File: src/rtl/ctf_pkg.sv
// Shared types, constants and the arctangent table for the complementary tilt filter.
// Used by ctf_cordic, ctf_ctrl, ctf_datapath and complementary_tilt_filter_unit.
package ctf_pkg;

    // Fixed configuration of the arithmetic.
    localparam int CORDIC_STEPS    = 16;
    localparam int ANGLE_FRAC_BITS = 16;
    localparam int ATAN_FRAC       = 24;
    localparam int RND_SH          = ATAN_FRAC - ANGLE_FRAC_BITS;
    localparam int BLEND_FRAC      = 16;

    localparam int IN_W     = 16;
    localparam int ANGLE_W  = 28;
    localparam int BLEND_W  = 17;
    localparam int GAIN_W   = 24;
    localparam int CW       = 44;                    // CORDIC x and y
    localparam int ZW       = 34;                    // CORDIC angle, degrees Q.24
    localparam int ACC_W    = 10 + ANGLE_FRAC_BITS;  // accelerometer tilt angle
    localparam int PROD_W   = IN_W + GAIN_W + 1;     // gyro rate times gain
    localparam int GA_W     = (PROD_W + 1 - RND_SH > ANGLE_W + 1) ?
                              (PROD_W + 1 - RND_SH) : (ANGLE_W + 1);
    localparam int WT_W     = BLEND_W + 1;
    localparam int PA_W     = WT_W + GA_W;
    localparam int PB_W     = WT_W + ACC_W;
    localparam int SUM_W    = PA_W + 1;
    localparam int CNT_W    = $clog2(CORDIC_STEPS);
    localparam int NUM_AXES = 3;
    localparam int AXIS_W   = 2;

    // Configuration port.
    localparam int CFG_IDX_W  = 2;
    localparam int CFG_DATA_W = 24;
    localparam logic [CFG_IDX_W-1:0] REG_BLEND = 2'd0;
    localparam logic [CFG_IDX_W-1:0] REG_GAIN  = 2'd1;

    localparam logic [BLEND_W-1:0] BLEND_ONE   = 17'd65536;
    localparam logic [BLEND_W-1:0] BLEND_RESET = 17'd58982;
    localparam logic [GAIN_W-1:0]  GAIN_RESET  = 24'd83886;

    // Axis codes.
    localparam logic [AXIS_W-1:0] AXIS_ROLL  = 2'd0;
    localparam logic [AXIS_W-1:0] AXIS_PITCH = 2'd1;
    localparam logic [AXIS_W-1:0] AXIS_YAW   = 2'd2;

    localparam logic signed [ZW-1:0] Z_HALF_TURN = ZW'(180) <<< ATAN_FRAC;
    localparam logic signed [ZW-1:0] Z_HALF =
        {{(ZW - RND_SH){1'b0}}, 1'b1, {(RND_SH - 1){1'b0}}};
    localparam logic signed [PROD_W:0] PROD_HALF =
        {{(PROD_W + 1 - RND_SH){1'b0}}, 1'b1, {(RND_SH - 1){1'b0}}};
    localparam logic signed [SUM_W-1:0] BLEND_HALF =
        {{(SUM_W - BLEND_FRAC){1'b0}}, 1'b1, {(BLEND_FRAC - 1){1'b0}}};

    typedef logic [4:0] atan_idx_t;

    typedef struct packed {
        logic signed [IN_W-1:0] accel_x;
        logic signed [IN_W-1:0] accel_y;
        logic signed [IN_W-1:0] accel_z;
        logic signed [IN_W-1:0] gyro_x;
        logic signed [IN_W-1:0] gyro_y;
        logic signed [IN_W-1:0] gyro_z;
    } in_t;

    typedef struct packed {
        logic signed [ANGLE_W-1:0] roll_deg;
        logic signed [ANGLE_W-1:0] pitch_deg;
        logic signed [ANGLE_W-1:0] yaw_deg;
        logic                      saturated;
    } out_t;

    // Commands from the controller to the datapath.
    typedef struct packed {
        logic              load;
        logic              cordic_en;
        logic [CNT_W-1:0]  step;
        logic              gyro_mul;
        logic              gyro_add;
        logic              fin;
        logic              blend_mul;
        logic              blend_add;
        logic [AXIS_W-1:0] mul_axis;
        logic [AXIS_W-1:0] add_axis;
        logic              out_load;
    } cmd_t;

    // atan(2^-i) in degrees, Q.24.
    function automatic logic signed [ZW-1:0] atan_deg(input atan_idx_t i);
        logic signed [ZW-1:0] v;
        case (i)
            5'd0:  v = ZW'(754974720);
            5'd1:  v = ZW'(445687602);
            5'd2:  v = ZW'(235489088);
            5'd3:  v = ZW'(119537938);
            5'd4:  v = ZW'(60000934);
            5'd5:  v = ZW'(30029717);
            5'd6:  v = ZW'(15018523);
            5'd7:  v = ZW'(7509720);
            5'd8:  v = ZW'(3754917);
            5'd9:  v = ZW'(1877466);
            5'd10: v = ZW'(938734);
            5'd11: v = ZW'(469367);
            5'd12: v = ZW'(234684);
            5'd13: v = ZW'(117342);
            5'd14: v = ZW'(58671);
            5'd15: v = ZW'(29335);
            5'd16: v = ZW'(14668);
            5'd17: v = ZW'(7334);
            5'd18: v = ZW'(3667);
            5'd19: v = ZW'(1833);
            5'd20: v = ZW'(917);
            5'd21: v = ZW'(458);
            5'd22: v = ZW'(229);
            5'd23: v = ZW'(115);
            default: v = '0;
        endcase
        return v;
    endfunction

endpackage

File: src/rtl/ctf_ctrl.sv
// Controller state machine: sequences load, CORDIC steps, gyro and blend passes and output.
// Depends on ctf_pkg for the command struct and the step count.
module ctf_ctrl (
    input  logic          clk,
    input  logic          rst_n,
    input  logic          in_valid,
    output logic          in_ready,
    output logic          out_valid,
    input  logic          out_ready,
    output ctf_pkg::cmd_t cmd
);

    localparam logic [2:0] S_IDLE  = 3'd0;
    localparam logic [2:0] S_RUN   = 3'd1;
    localparam logic [2:0] S_FIN   = 3'd2;
    localparam logic [2:0] S_BLEND = 3'd3;
    localparam logic [2:0] S_DONE  = 3'd4;

    localparam logic [ctf_pkg::CNT_W-1:0] CNT_LAST  = ctf_pkg::CNT_W'(ctf_pkg::CORDIC_STEPS - 1);
    localparam logic [ctf_pkg::CNT_W-1:0] CNT_AXES  = ctf_pkg::CNT_W'(ctf_pkg::NUM_AXES);
    localparam logic [ctf_pkg::CNT_W-1:0] CNT_ONE   = ctf_pkg::CNT_W'(1);

    logic [2:0]                state_reg, state_next;
    logic [ctf_pkg::CNT_W-1:0] cnt_reg, cnt_next;
    logic                      out_valid_reg, out_valid_next;
    logic                      in_first, in_second;
    logic [ctf_pkg::CNT_W-1:0] cnt_prev;

    always_comb
    begin
        // During the first passes of a phase, multiply on one axis while adding on the one before.
        in_first  = cnt_reg < CNT_AXES;
        in_second = (cnt_reg >= CNT_ONE) && (cnt_reg <= CNT_AXES);
        cnt_prev  = cnt_reg - CNT_ONE;

        state_next     = state_reg;
        cnt_next       = cnt_reg;
        out_valid_next = out_valid_reg;
        in_ready       = 1'b0;

        cmd           = '0;
        cmd.step      = cnt_reg;
        cmd.mul_axis  = cnt_reg[ctf_pkg::AXIS_W-1:0];
        cmd.add_axis  = cnt_prev[ctf_pkg::AXIS_W-1:0];

        if (out_valid_reg && out_ready)
            out_valid_next = 1'b0;

        unique case (state_reg)
            S_IDLE:
            begin
                in_ready = 1'b1;
                if (in_valid)
                begin
                    cmd.load   = 1'b1;
                    cnt_next   = '0;
                    state_next = S_RUN;
                end
            end
            S_RUN:
            begin
                cmd.cordic_en = 1'b1;
                cmd.gyro_mul  = in_first;
                cmd.gyro_add  = in_second;
                cnt_next      = cnt_reg + CNT_ONE;
                if (cnt_reg == CNT_LAST)
                    state_next = S_FIN;
            end
            S_FIN:
            begin
                cmd.fin    = 1'b1;
                cnt_next   = '0;
                state_next = S_BLEND;
            end
            S_BLEND:
            begin
                cmd.blend_mul = in_first;
                cmd.blend_add = in_second;
                cnt_next      = cnt_reg + CNT_ONE;
                if (cnt_reg == CNT_AXES)
                    state_next = S_DONE;
            end
            S_DONE:
            begin
                if (!out_valid_reg || out_ready)
                begin
                    cmd.out_load   = 1'b1;
                    out_valid_next = 1'b1;
                    state_next     = S_IDLE;
                end
            end
            default:
            begin
                state_next = S_IDLE;
            end
        endcase
    end

    always_ff @(posedge clk or negedge rst_n)
    begin
        if (!rst_n)
        begin
            state_reg     <= S_IDLE;
            cnt_reg       <= '0;
            out_valid_reg <= 1'b0;
        end
        else
        begin
            state_reg     <= state_next;
            cnt_reg       <= cnt_next;
            out_valid_reg <= out_valid_next;
        end
    end

    assign out_valid = out_valid_reg;

endmodule

File: config.mk
export PLATFORM = sky130hd
export DESIGN_NAME = ctf_ctrl
export DESIGN_NICKNAME = d
export VERILOG_FILES = /design/src/rtl/ctf_pkg.sv /design/src/rtl/ctf_ctrl.sv
export SDC_FILE = /design/constraint.sdc
export NUM_CORES = 1
export LEC_CHECK = 0
export ABC_AREA = 0
export BUFFER_PORTS_ARGS = -buffer_cell sky130_fd_sc_hd__buf_4
export CAP_MARGIN = 10
export CORE_MARGIN = 2
export CORE_UTILIZATION = 30
export CTS_BUF_LIST = sky130_fd_sc_hd__clkbuf_16
export CTS_CLUSTER_DIAMETER = 120
export CTS_CLUSTER_SIZE = 24
export DETAILED_ROUTE_END_ITERATION = 10
export GPL_TIMING_DRIVEN = 0
export PLACE_DENSITY_LB_ADDON = 0.05
export SYNTH_ARGS = -nofsm -noshare
export SYNTH_HDL_FRONTEND = slang
export SYNTH_SLANG_ARGS = --single-unit
File: constraint.sdc
create_clock -name clk -period 1.55 [get_ports clk]
set_input_delay 0.31 -clock clk [delete_from_list [all_inputs] [get_ports clk]]
set_output_delay 0.31 -clock clk [all_outputs]
set_load 0.02 [all_outputs]
Yosys cells after proc, flatten, opt, wreduce, memory -nomap -nowiden. Index checks and enable logic that the tools add are counted.

Bits in writable memories: 0. Flip-flop bits (word level): 8. ROM bits: 0. Bits of input ports: 4. Bits in latches: 0. Memories kept: 0.

Magnitude comparators: 3. Multiplexer cells: 19. Reduce and logical (&&, ||, !) cells: 9. Shifts and indexed selects: 0. $mul: 0. Div/mod/pow operators: 0. Eq/ne operators: 10. Bitwise operators: 0. $add $sub $neg: 2.

Operators by type and width (count): $pmux W3 S5 (1); $mux W3 (4); $pmux W4 S3 (1); $mux W1 (10); $ne A2 B2 Y1 const B (4); $eq A3 B2 Y1 const B (2); $add A4 B1 Y4 const B (1); $eq A4 B2 Y1 const B (1); $eq A4 B4 Y1 const B (1); $ge A4 B1 Y1 const B (1); $le A4 B2 Y1 const B (1); $lt A4 B2 Y1 const B (1); $mux W2 (2); $mux W4 (1); $reduce_and A4 Y1 (1); $eq A3 B1 Y1 const B (1); $eq A3 B3 Y1 const B (1); $logic_not A3 Y1 (1); $reduce_bool A3 Y1 (1); $logic_and A1 B1 Y1 (2); $reduce_and A2 Y1 (1); $reduce_or A2 Y1 (1); $sub A2 B1 Y2 const B (1); $logic_not A1 Y1 (1); $logic_or A1 B1 Y1 (1).

Depth between registers and ports, before layout. Gate-level depths: netlist of run 1.

Word-level depth: 4. Mapped depth: 4. Gate-level depth less buffers: 4.

Worst setup path after synthesis of run 1. OpenSTA, ideal clock, no wires.

Kind: register to output. From: register cnt_reg[0] in the netlist's numbering. To: output port cmd[8] in the netlist's numbering. Setup slack: -0.327 ns. Data arrival time: 1.567 ns. Stages on the path, launching flop included: 5. Path through: dfrtp_1 inv_1 ha_1 nor2b_1 nor3_1.

RTL lines: start, declared (line ctf_ctrl.sv:24) `logic [ctf_pkg::CNT_W-1:0] cnt_reg, cnt_next;`; start signal, assigned (line ctf_ctrl.sv:110) `cnt_reg <= cnt_next;`; end, declared (line ctf_ctrl.sv:10) `output ctf_pkg::cmd_t cmd`.

==> run metrics, run 1 <==
clock network fraction of design power 16.2%; Final setup viols 5; CP Data Required Time 1240 ps; Area growth, synth to finish 101%; Worst-path clk slew 40 ps; kind of critical path flip-flop to output port; syn_nets 67; first-pass GRT wire length 2.15 mm; Pleak 0.516 nW; row cnt 15; CP arrival 1280 ps; GRT overflow 0; Synth Cell Area 527 um2; outcome complete, but fails checks; Initial Util 31.2%; max_slew headroom 80.7%; I/O Buffers 21; Hold Slack 385 ps; Post-Place Cells 98; CP top delay family flip-flops; die width 45.9 um; largest net degree at the start of global routing 11; IO Count 22; share of layout cells above drive strength 1 67.6%; Flop pwr share 14.8%; worst slew pin tran 290 ps; FF+latch area 203 um2; Tot GR Track Use 15.0%; count of pins over their slew limit 0; Syn. warnings 0; met3 global-route usage 2.38%; sw power 1.10 mW; clock skew 2.68 ps; fin nets 110; maximum clock path buffer count 2; Syn Inst Count 60; vias in the first global route 455; Crit path largest cell delay 410 ps; Placer Congestion 0.709; clock buffer count from CTS 3; busiest grt layer met1; crit path max fanout 6; Distinct cells, synth 26; DIE AREA 0.00211 mm2; final setup margin -42.8 ps; htree depth 1; DP HPWL 946 um; maximum achievable frequency 0.628 GHz; CP Launch Type flip-flop; Largest register FFs 4; peak supply drop 0.00115 V; worst path buffer plus inverter count 2; Max stage delay cell, worst path dfrtp_2; TritonRoute pass-1 iters 2; register area share after synthesis 38.0%; critical-path cell list inv_2 > ha_4 > nor2b_4 > nor3_2 > buf_4; number of DRC markers in iteration 0 1; Worst Hold Class input pin to flip-flop; RSZ-0062 raised after global routing true; WL final 1.49 mm; max cap viols 0; die height 45.9 um; Final ANT Viol Nets 0; power share of the combinational group 69.0%; met1 Usage GRT 20.6%; Ant. Diodes 0; Syn Area/Cell 8.78 um2; P_int 1.59 mW; Seq cells post-synth 8; fin crit period 1590 ps; power density over the cells 2540 mW/mm2; area of the multi-input gates 375 um2; fill cell count 148; failing checks negative setup slack; Core Area 0.00169 mm2; final cell count without fillers 119; vias 574; drt wl/cell 12.5 um; final worst-path cycle share 103%; CP Capture Type output port; DRC violations left 0; GRT met2 Usage 20.3%; clk_lat worst skew 230 ps; mean number of vias per cell 4.82; CTS tree built; CTS sink count 8; clock root buffer clkbuf_16; final hold viol count 0; initial antenna violation count 0; Switching Fraction 40.8%
[repair_timing]
action	4_1_cts	5_1_grt
gates resized for setup	15	16
setup endpoints to repair	6	9
hold buffers	1	0
pin swaps	3	4
setup buffers	8	9
endpoints found under the hold margin	8	0
[metrics by stage]
| stage | setup TNS [ps] | utilization, % | worst slack (ps) | area (um2) | total power, mW |
|---|---|---|---|---|---|
| after floorplan | -8.51 | - | -8.51 | 546 | 1.24 |
| after global placement | 0 | 42.9 | 80.4 | 724 | 1.69 |
| after detailed placement | 0 | 42.9 | 74.9 | 724 | 1.70 |
| after CTS | -277 | 54.6 | -63.5 | 922 | 2.40 |
| after global routing | -381 | 62.8 | -91.1 | 1060 | 2.88 |
| final | -152 | 62.8 | -42.8 | 1060 | 2.69 |
[final timing paths]
check | slack (ps) | start | depth (start not counted) | endpoint
worst max-delay path | -40 | cnt_reg[0]$_DFFE_PN0P_ | 5 | cmd[8]
worst min-delay path | 390 | out_ready | 3 | out_valid$_DFF_PN0_
worst max register to register | 170 | cnt_reg[0]$_DFFE_PN0P_ | 3 | cnt_reg[2]$_DFFE_PN0P_
worst min register to register | 530 | out_valid$_DFF_PN0_ | 2 | out_valid$_DFF_PN0_
max in group asynchronous | 970 | rst_n | 2 | state_reg[2]$_DFFE_PN0P_
min in group asynchronous | 440 | rst_n | 2 | cnt_reg[3]$_DFFE_PN0P_
[final cells by class]
| class | instances | share of cell area [%] |
|---|---|---|
| Timing Repair Buffer | 39 | 30.4 |
| Tap cell | 17 | 2.00 |
| Clock buffer | 3 | 7.08 |
| Multi-Input combinational cell | 42 | 35.4 |
| Inverter | 4 | 1.42 |
| Clock inverter | 1 | 0.354 |
| Buffer | 5 | 4.25 |
| Sequential cell | 8 | 19.1 |
[worst reg2reg max path, stage by stage (launching register included)]
cell and delay, ps:
dfrtp_2 410, ha_2 320, mux2_2 360, a22o_1 180
[kinds of logic (layout without fill, tap and decap cells)]
group / Yosys count / count (layout) / synth area share (%)
AO/OA/AOI/OAI: 10 / 10 / 13.3
adder cells (fa/ha/maj): 3 / 3 / 7.13
buffers and inverters: 10 / 52 / 11.6
flip-flops: 8 / 8 / 38.0
multiplexers: 1 / 1 / 2.14
AND/OR/NAND/NOR: 28 / 28 / 27.8
[Yosys cell counts]
cell type / count / area share, %
ha_1: 3 / 7.1
dfrtp_1: 8 / 38
buf_2: 1 / 0.95
o21ai_0: 2 / 1.9
a211o_1: 1 / 1.7
a21oi_1: 1 / 0.95
nor2b_1: 2 / 2.4
and2_1: 1 / 1.2
nand3_1: 2 / 1.9
nand4_1: 1 / 1.2
mux2_2: 1 / 2.1
o22ai_1: 1 / 1.2
nand2_1: 4 / 2.8
a31oi_1: 1 / 1.2
a22o_1: 3 / 5.0
inv_1: 4 / 2.8
nand2b_1: 2 / 2.4
or2_4: 1 / 1.7
and2b_1: 1 / 1.4
o31ai_1: 1 / 1.4
nor3b_1: 1 / 1.4
buf_4: 4 / 5.7
nor3_1: 5 / 4.7
nor2_1: 6 / 4.3
and3_1: 2 / 2.4
buf_6: 1 / 2.1
[power groups by stage]
| stage | Clock [mW] | Combinational, mW | Sequential [mW] |
|---|---|---|---|
| finish | 0.437 | 1.86 | 0.399 |
| global route | 0.458 | 2.01 | 0.413 |
| CTS | 0.447 | 1.56 | 0.391 |
| detailed placement | 0 | 1.30 | 0.391 |
| global placement | 0 | 1.29 | 0.391 |
| floorplan | 0 | 0.802 | 0.440 |
[per-layer routing]
metal / part of all wire [%] / wire length [um]
met5: 0 / 0
met4: 2.8 / 41
met3: 4.5 / 67
met2: 49 / 729
met1: 44 / 649
[layout by cell type, fill, tap and decap left out, types with 2 or more instances in the layout]
cell	synthesis	final
a22o_1	3	3
buf_4	4	36
buf_6	1	6
clkbuf_16	0	3
dfrtp_1	8	6
dfrtp_2	0	2
inv_1	4	3
inv_2	0	2
nand2_1	4	3
nor2_1	6	2
nor2_4	0	4
nor3_1	5	2
nor3_2	0	2
o21ai_0	2	2
Power figures use the tool's default switching activity.
==> inputs of run 2 (changes only) <==
RECOVER_POWER = 50   (was not set)
clock period = 1.4 ns   (was 1.55 ns; I/O delays follow)
==> run metrics, run 2 (synthesized netlist as in run 1, its figures left out) <==
die width 45.9 um (unchanged); Worst-path clk slew 40 ps (about the same); RR Endpoint cnt_reg[2]$_DFFE_PN0P_ (unchanged); CP arrival 1310 ps (was 1280 ps); Area growth, synth to finish 102% (was 101%); TritonRoute pass-1 iters 4 (was 2); final setup margin -193 ps (was -42.8 ps); RSZ-0062 raised after global routing true (unchanged); clock skew 0.980 ps (was 2.68 ps); max_slew headroom 69.6% (was 80.7%); reg2reg path depth 3 (unchanged); worst slew pin tran 456 ps (was 290 ps); GRT overflow 0 (unchanged); clock buffer count from CTS 3 (unchanged); sw power 1.27 mW (was 1.10 mW); vias in the first global route 501 (was 455); clk_lat worst skew 230 ps (about the same); Power, Total 3.08 mW (was 2.69 mW); Flop pwr share 14.7% (was 14.8%); Largest register FFs 4 (unchanged); drt wl/cell 12.5 um (about the same); Hold Path Depth 3 (unchanged); most frequent cells in the layout 23 x buf_4, 13 x buf_6, 6 x dfrtp_1 (was 36 x buf_4, 6 x buf_6, 6 x dfrtp_1); CP Capture Type output port (unchanged); kind of critical path flip-flop to output port (unchanged); final hold viol count 0 (unchanged); P_int 1.81 mW (was 1.59 mW); hold_sp out_ready (unchanged); Ant. Diodes 0 (unchanged); Switching Fraction 41.2% (was 40.8%); area of the multi-input gates 388 um2 (was 375 um2); Worst Hold Class input pin to flip-flop (unchanged); fill cell count 143 (was 148); die height 45.9 um (unchanged); share of layout cells above drive strength 1 66.3% (was 67.6%); maximum achievable frequency 0.628 GHz; origin of the critical flop-to-flop path cnt_reg[0]$_DFFE_PN0P_ (unchanged); power share of the combinational group 69.5% (was 69.0%); vias 559 (was 574); power density over the cells 2890 mW/mm2 (was 2540 mW/mm2); setup TNS -1060 ps (was -152 ps); r2r setup slk 20 ps (was 170 ps); htree depth 1 (unchanged); Core Area 0.00169 mm2 (unchanged); clock root buffer clkbuf_16 (unchanged); crit path max fanout 8 (was 6); max cap viols 0 (unchanged); maximum clock path buffer count 2 (unchanged); leading cell type in the layout, fill and taps excluded buf_4 (unchanged); row cnt 15 (unchanged); CTS tree built (unchanged); DRC violations left 0 (unchanged); initial antenna violation count 0 (unchanged); FF+latch area 203 um2 (unchanged); fin crit period 1590 ps; CTS sink count 8 (unchanged); failing checks negative setup slack (unchanged); clock network fraction of design power 15.9% (was 16.2%); mean number of vias per cell 4.86 (was 4.82); outcome complete, but fails checks (unchanged); I/O Buffers 21 (unchanged); peak supply drop 0.00126 V (was 0.00115 V); DIE AREA 0.00211 mm2 (unchanged); fin nets 106 (was 110); CP Launch Type flip-flop (unchanged); DP HPWL 909 um (was 946 um); Final setup viols 8 (was 5); CP Data Required Time 1120 ps (was 1240 ps); number of DRC markers in iteration 0 8 (was 1); Initial Util 31.2% (unchanged); WL final 1.44 mm (was 1.49 mm); hold path endpoint out_valid$_DFF_PN0_ (unchanged); Pleak 0.493 nW (was 0.516 nW); Placer Congestion 0.786 (was 0.709); first-pass GRT wire length 2.32 mm (was 2.15 mm); final worst-path cycle share 114%; Tot GR Track Use 16.0% (was 15.0%); count of pins over their slew limit 0 (unchanged); Final ANT Viol Nets 0 (unchanged); largest net degree at the start of global routing 11 (unchanged); IO Count 22 (unchanged)
-- run 2: area by class of cell --
cell class	instances	area share [%]
plain buffers	5	4.59
clock inverters	1	0.353
flip-flops and latches	8	19.1
repair buffers	35	29.1
multi-input cells	42	36.5
clock buffers	3	7.06
well taps	17	2.00
inverters	4	1.41
-- run 2: repair_timing --
item,4_1_cts,5_1_grt
cloned,1,0
setup buffers,6,6
hold buffers,1,0
endpoints found under the setup margin,11,12
pin swaps,7,6
endpoints found under the hold margin,8,0
resized for setup,21,7
-- run 2: critical path: stages, from the launching register on --
cell and delay [ps]:
dfrtp_1 350, buf_6 140, and2b_2 220, nand3_4 120, nor2_4 120, buf_6 120
-- run 2: worst max path at each step --
stage,start,to,depth (start not counted)
2_1_floorplan,cnt_reg[0]$_DFFE_PN0P_,cmd[8],4
3_3_place_gp,state_reg[2]$_DFFE_PN0P_,cmd[5],5
3_5_place_dp,state_reg[2]$_DFFE_PN0P_,cmd[5],5
4_1_cts,state_reg[2]$_DFFE_PN0P_,cmd[9],5
5_1_grt,state_reg[0]$_DFFE_PN0P_,cmd[6],5
6_report,state_reg[0]$_DFFE_PN0P_,cmd[6],5
-- run 2: routing by layer --
metal / track usage, % / wire, um
met5: 0 / 0
met3: 5.95 / 78
met1: 20.7 / 646
met2: 25.0 / 708
met4: 4.00 / 8
-- run 2: metrics by stage --
stage / instances / cell area [um2] / utilization (%) / setup WS (ps) / hold WS, ps
after floorplan: 60 / 593 / - / -23.5 / -15.6
after global placement: 98 / 772 / 45.7 / -76.7 / 106
after detailed placement: 98 / 772 / 45.7 / -83.8 / 105
after CTS: 110 / 996 / 59.0 / -202 / 346
after global routing: 115 / 1060 / 63.0 / -247 / 380
final: 115 / 1060 / 63.0 / -193 / 347
-- run 2: power groups by stage --
stage	sequential [mW]	combinational (mW)	clock, mW
3_3_place_gp	0.444	1.57	0
2_1_floorplan	0.496	1.03	0
5_1_grt	0.468	2.31	0.506
4_1_cts	0.443	1.95	0.494
6_report	0.451	2.14	0.488
3_5_place_dp	0.446	1.58	0
==> inputs of run 3 (changes only) <==
SKIP_CTS_REPAIR_TIMING = 1   (was not set)
==> run metrics, run 3 (synthesized netlist as in run 1, its figures left out) <==
power share of the combinational group 67.7% (was 69.5%); DIE AREA 0.00211 mm2 (unchanged); fin crit period 1600 ps (was 1590 ps); clk_lat worst skew 230 ps (about the same); DP HPWL 909 um (unchanged); Initial Util 31.2% (unchanged); largest net degree at the start of global routing 11 (unchanged); htree depth 1 (unchanged); worst slew pin tran 447 ps (was 456 ps); max_slew headroom 70.2% (was 69.6%); vias in the first global route 458 (was 501); CTS sink count 8 (unchanged); sw power 1.23 mW (was 1.27 mW); Core Area 0.00169 mm2 (unchanged); count of pins over their slew limit 0 (unchanged); fill cell count 146 (was 143); max cap viols 0 (unchanged); most frequent cells in the layout 22 x buf_4, 11 x buf_6, 6 x dfrtp_1 (was 23 x buf_4, 13 x buf_6, 6 x dfrtp_1); failing checks negative setup slack (unchanged); TritonRoute pass-1 iters 4 (unchanged); Switching Fraction 41.9% (was 41.2%); outcome complete, but fails checks (unchanged); kind of critical path flip-flop to output port (unchanged); final setup margin -204 ps (was -193 ps); initial antenna violation count 0 (unchanged); CP Capture Type output port (unchanged); I/O Buffers 21 (unchanged); GRT overflow 0 (unchanged); clock network fraction of design power 16.7% (was 15.9%); Hold Path Depth 3 (unchanged); mean number of vias per cell 4.81 (was 4.86); origin of the critical flop-to-flop path cnt_reg[0]$_DFFE_PN0P_ (unchanged); r2r setup slk 0 ps (was 20 ps); met3 global-route usage 5.95% (unchanged); maximum clock path buffer count 2 (unchanged); Worst-path clk slew 40 ps (about the same); final worst-path cycle share 115% (was 114%); share of layout cells above drive strength 1 64.2% (was 66.3%); Power, Total 2.93 mW (was 3.08 mW); reg2reg path depth 3 (unchanged); met1 Usage GRT 17.3% (was 20.7%); RR Endpoint cnt_reg[2]$_DFFE_PN0P_ (unchanged); drt wl/cell 12.4 um (was 12.5 um); clock buffer count from CTS 3 (unchanged); WL final 1.39 mm (was 1.44 mm); power density over the cells 2860 mW/mm2 (was 2890 mW/mm2); fin nets 103 (was 106); DRC violations left 0 (unchanged); clock root buffer clkbuf_16 (unchanged); Flop pwr share 15.6% (was 14.7%); Area growth, synth to finish 94.3% (was 102%); pre-CTS setup slack -83.8 ps (unchanged); Placer Congestion 0.786 (unchanged); Largest register FFs 4 (unchanged); row cnt 15 (unchanged); final hold viol count 0 (unchanged); busiest grt layer met2 (unchanged); leading cell type in the layout, fill and taps excluded buf_4 (unchanged); maximum achievable frequency 0.623 GHz (was 0.628 GHz); number of DRC markers in iteration 0 4 (was 8); die height 45.9 um (unchanged); P_int 1.70 mW (was 1.81 mW); Pleak 0.482 nW (was 0.493 nW); CTS tree built (unchanged); Final setup viols 11 (was 8); clock skew 0.443 ps (was 0.980 ps); first-pass GRT wire length 1.99 mm (was 2.32 mm); vias 539 (was 559); CP Launch Type flip-flop (unchanged); Worst Hold Class input pin to flip-flop (unchanged); Tot GR Track Use 13.7% (was 16.0%); Worst Setup SP state_reg[2]$_DFFE_PN0P_ (was state_reg[0]$_DFFE_PN0P_); CP Data Required Time 1120 ps (about the same); Final ANT Viol Nets 0 (unchanged); worst setup path endpoint cmd[9] (was cmd[6]); die width 45.9 um (unchanged); crit path max fanout 4 (was 8); CP arrival 1320 ps (was 1310 ps); peak supply drop 0.00146 V (was 0.00126 V); IO Count 22 (unchanged); Ant. Diodes 0 (unchanged); GRT met2 Usage 21.4% (was 25.0%); RSZ-0062 raised after global routing true (unchanged)
run 3: changes by cell type in the layout (fill, tap and decap cells not counted):
cell / change
buf_6: -2
buf_4: -1
nor2_4: -1
and3_1: +1
and3_4: -1
nor2_2: +1
run 3: worst min-delay path by stage:
stage	startpoint	end	slack, ps
3_3_place_gp	rst_n	cnt_reg[3]$_DFFE_PN0P_	110
5_1_grt	out_ready	out_valid$_DFF_PN0_	370
6_report	out_ready	out_valid$_DFF_PN0_	340
3_5_place_dp	rst_n	cnt_reg[3]$_DFFE_PN0P_	100
2_1_floorplan	rst_n	cnt_reg[0]$_DFFE_PN0P_	-20
4_1_cts	rst_n	cnt_reg[3]$_DFFE_PN0P_	-140
run 3: metal layers:
metal  part of all wire (%)  wire length (um)
met1                     46               640
met4                      0                 0
met2                     48               669
met5                      0                 0
met3                    5.4                75
run 3: cell type report:
cell class	count	area [um2]	share of cell area (%)
plain buffers	6	56.3	5.50
clock buffers	3	75.1	7.33
clock inverters	1	3.75	0.367
repair buffers	31	272	26.5
multi-input cells	42	378	36.9
inverters	4	15.0	1.47
well taps	17	21.3	2.08
flip-flops and latches	8	203	19.8
run 3: critical path: stages, from the launching register on:
cell and delay, ps:
dfrtp_1 360, buf_6 120, and2b_2 270, nand2_4 80, nor3_4 120, buf_6 130
run 3: power groups by stage:
stage / clock [mW] / sequential, mW / combinational (mW)
detailed placement: 0 / 0.446 / 1.58
CTS: 0.494 / 0.443 / 1.58
floorplan: 0 / 0.496 / 1.03
finish: 0.489 / 0.458 / 1.98
global placement: 0 / 0.444 / 1.57
global route: 0.506 / 0.477 / 2.13
run 3: metrics by stage:
stage	hold WS (ps)	TNS (ps)	std cells	util [%]	area [um2]
3_5_place_dp	105	-283	98	45.7	772
4_1_cts	-139	-1910	102	50.4	851
6_report	340	-1190	112	60.6	1020
2_1_floorplan	-15.6	-46.1	60	-	593
3_3_place_gp	106	-255	98	45.7	772
5_1_grt	369	-1700	112	60.6	1020
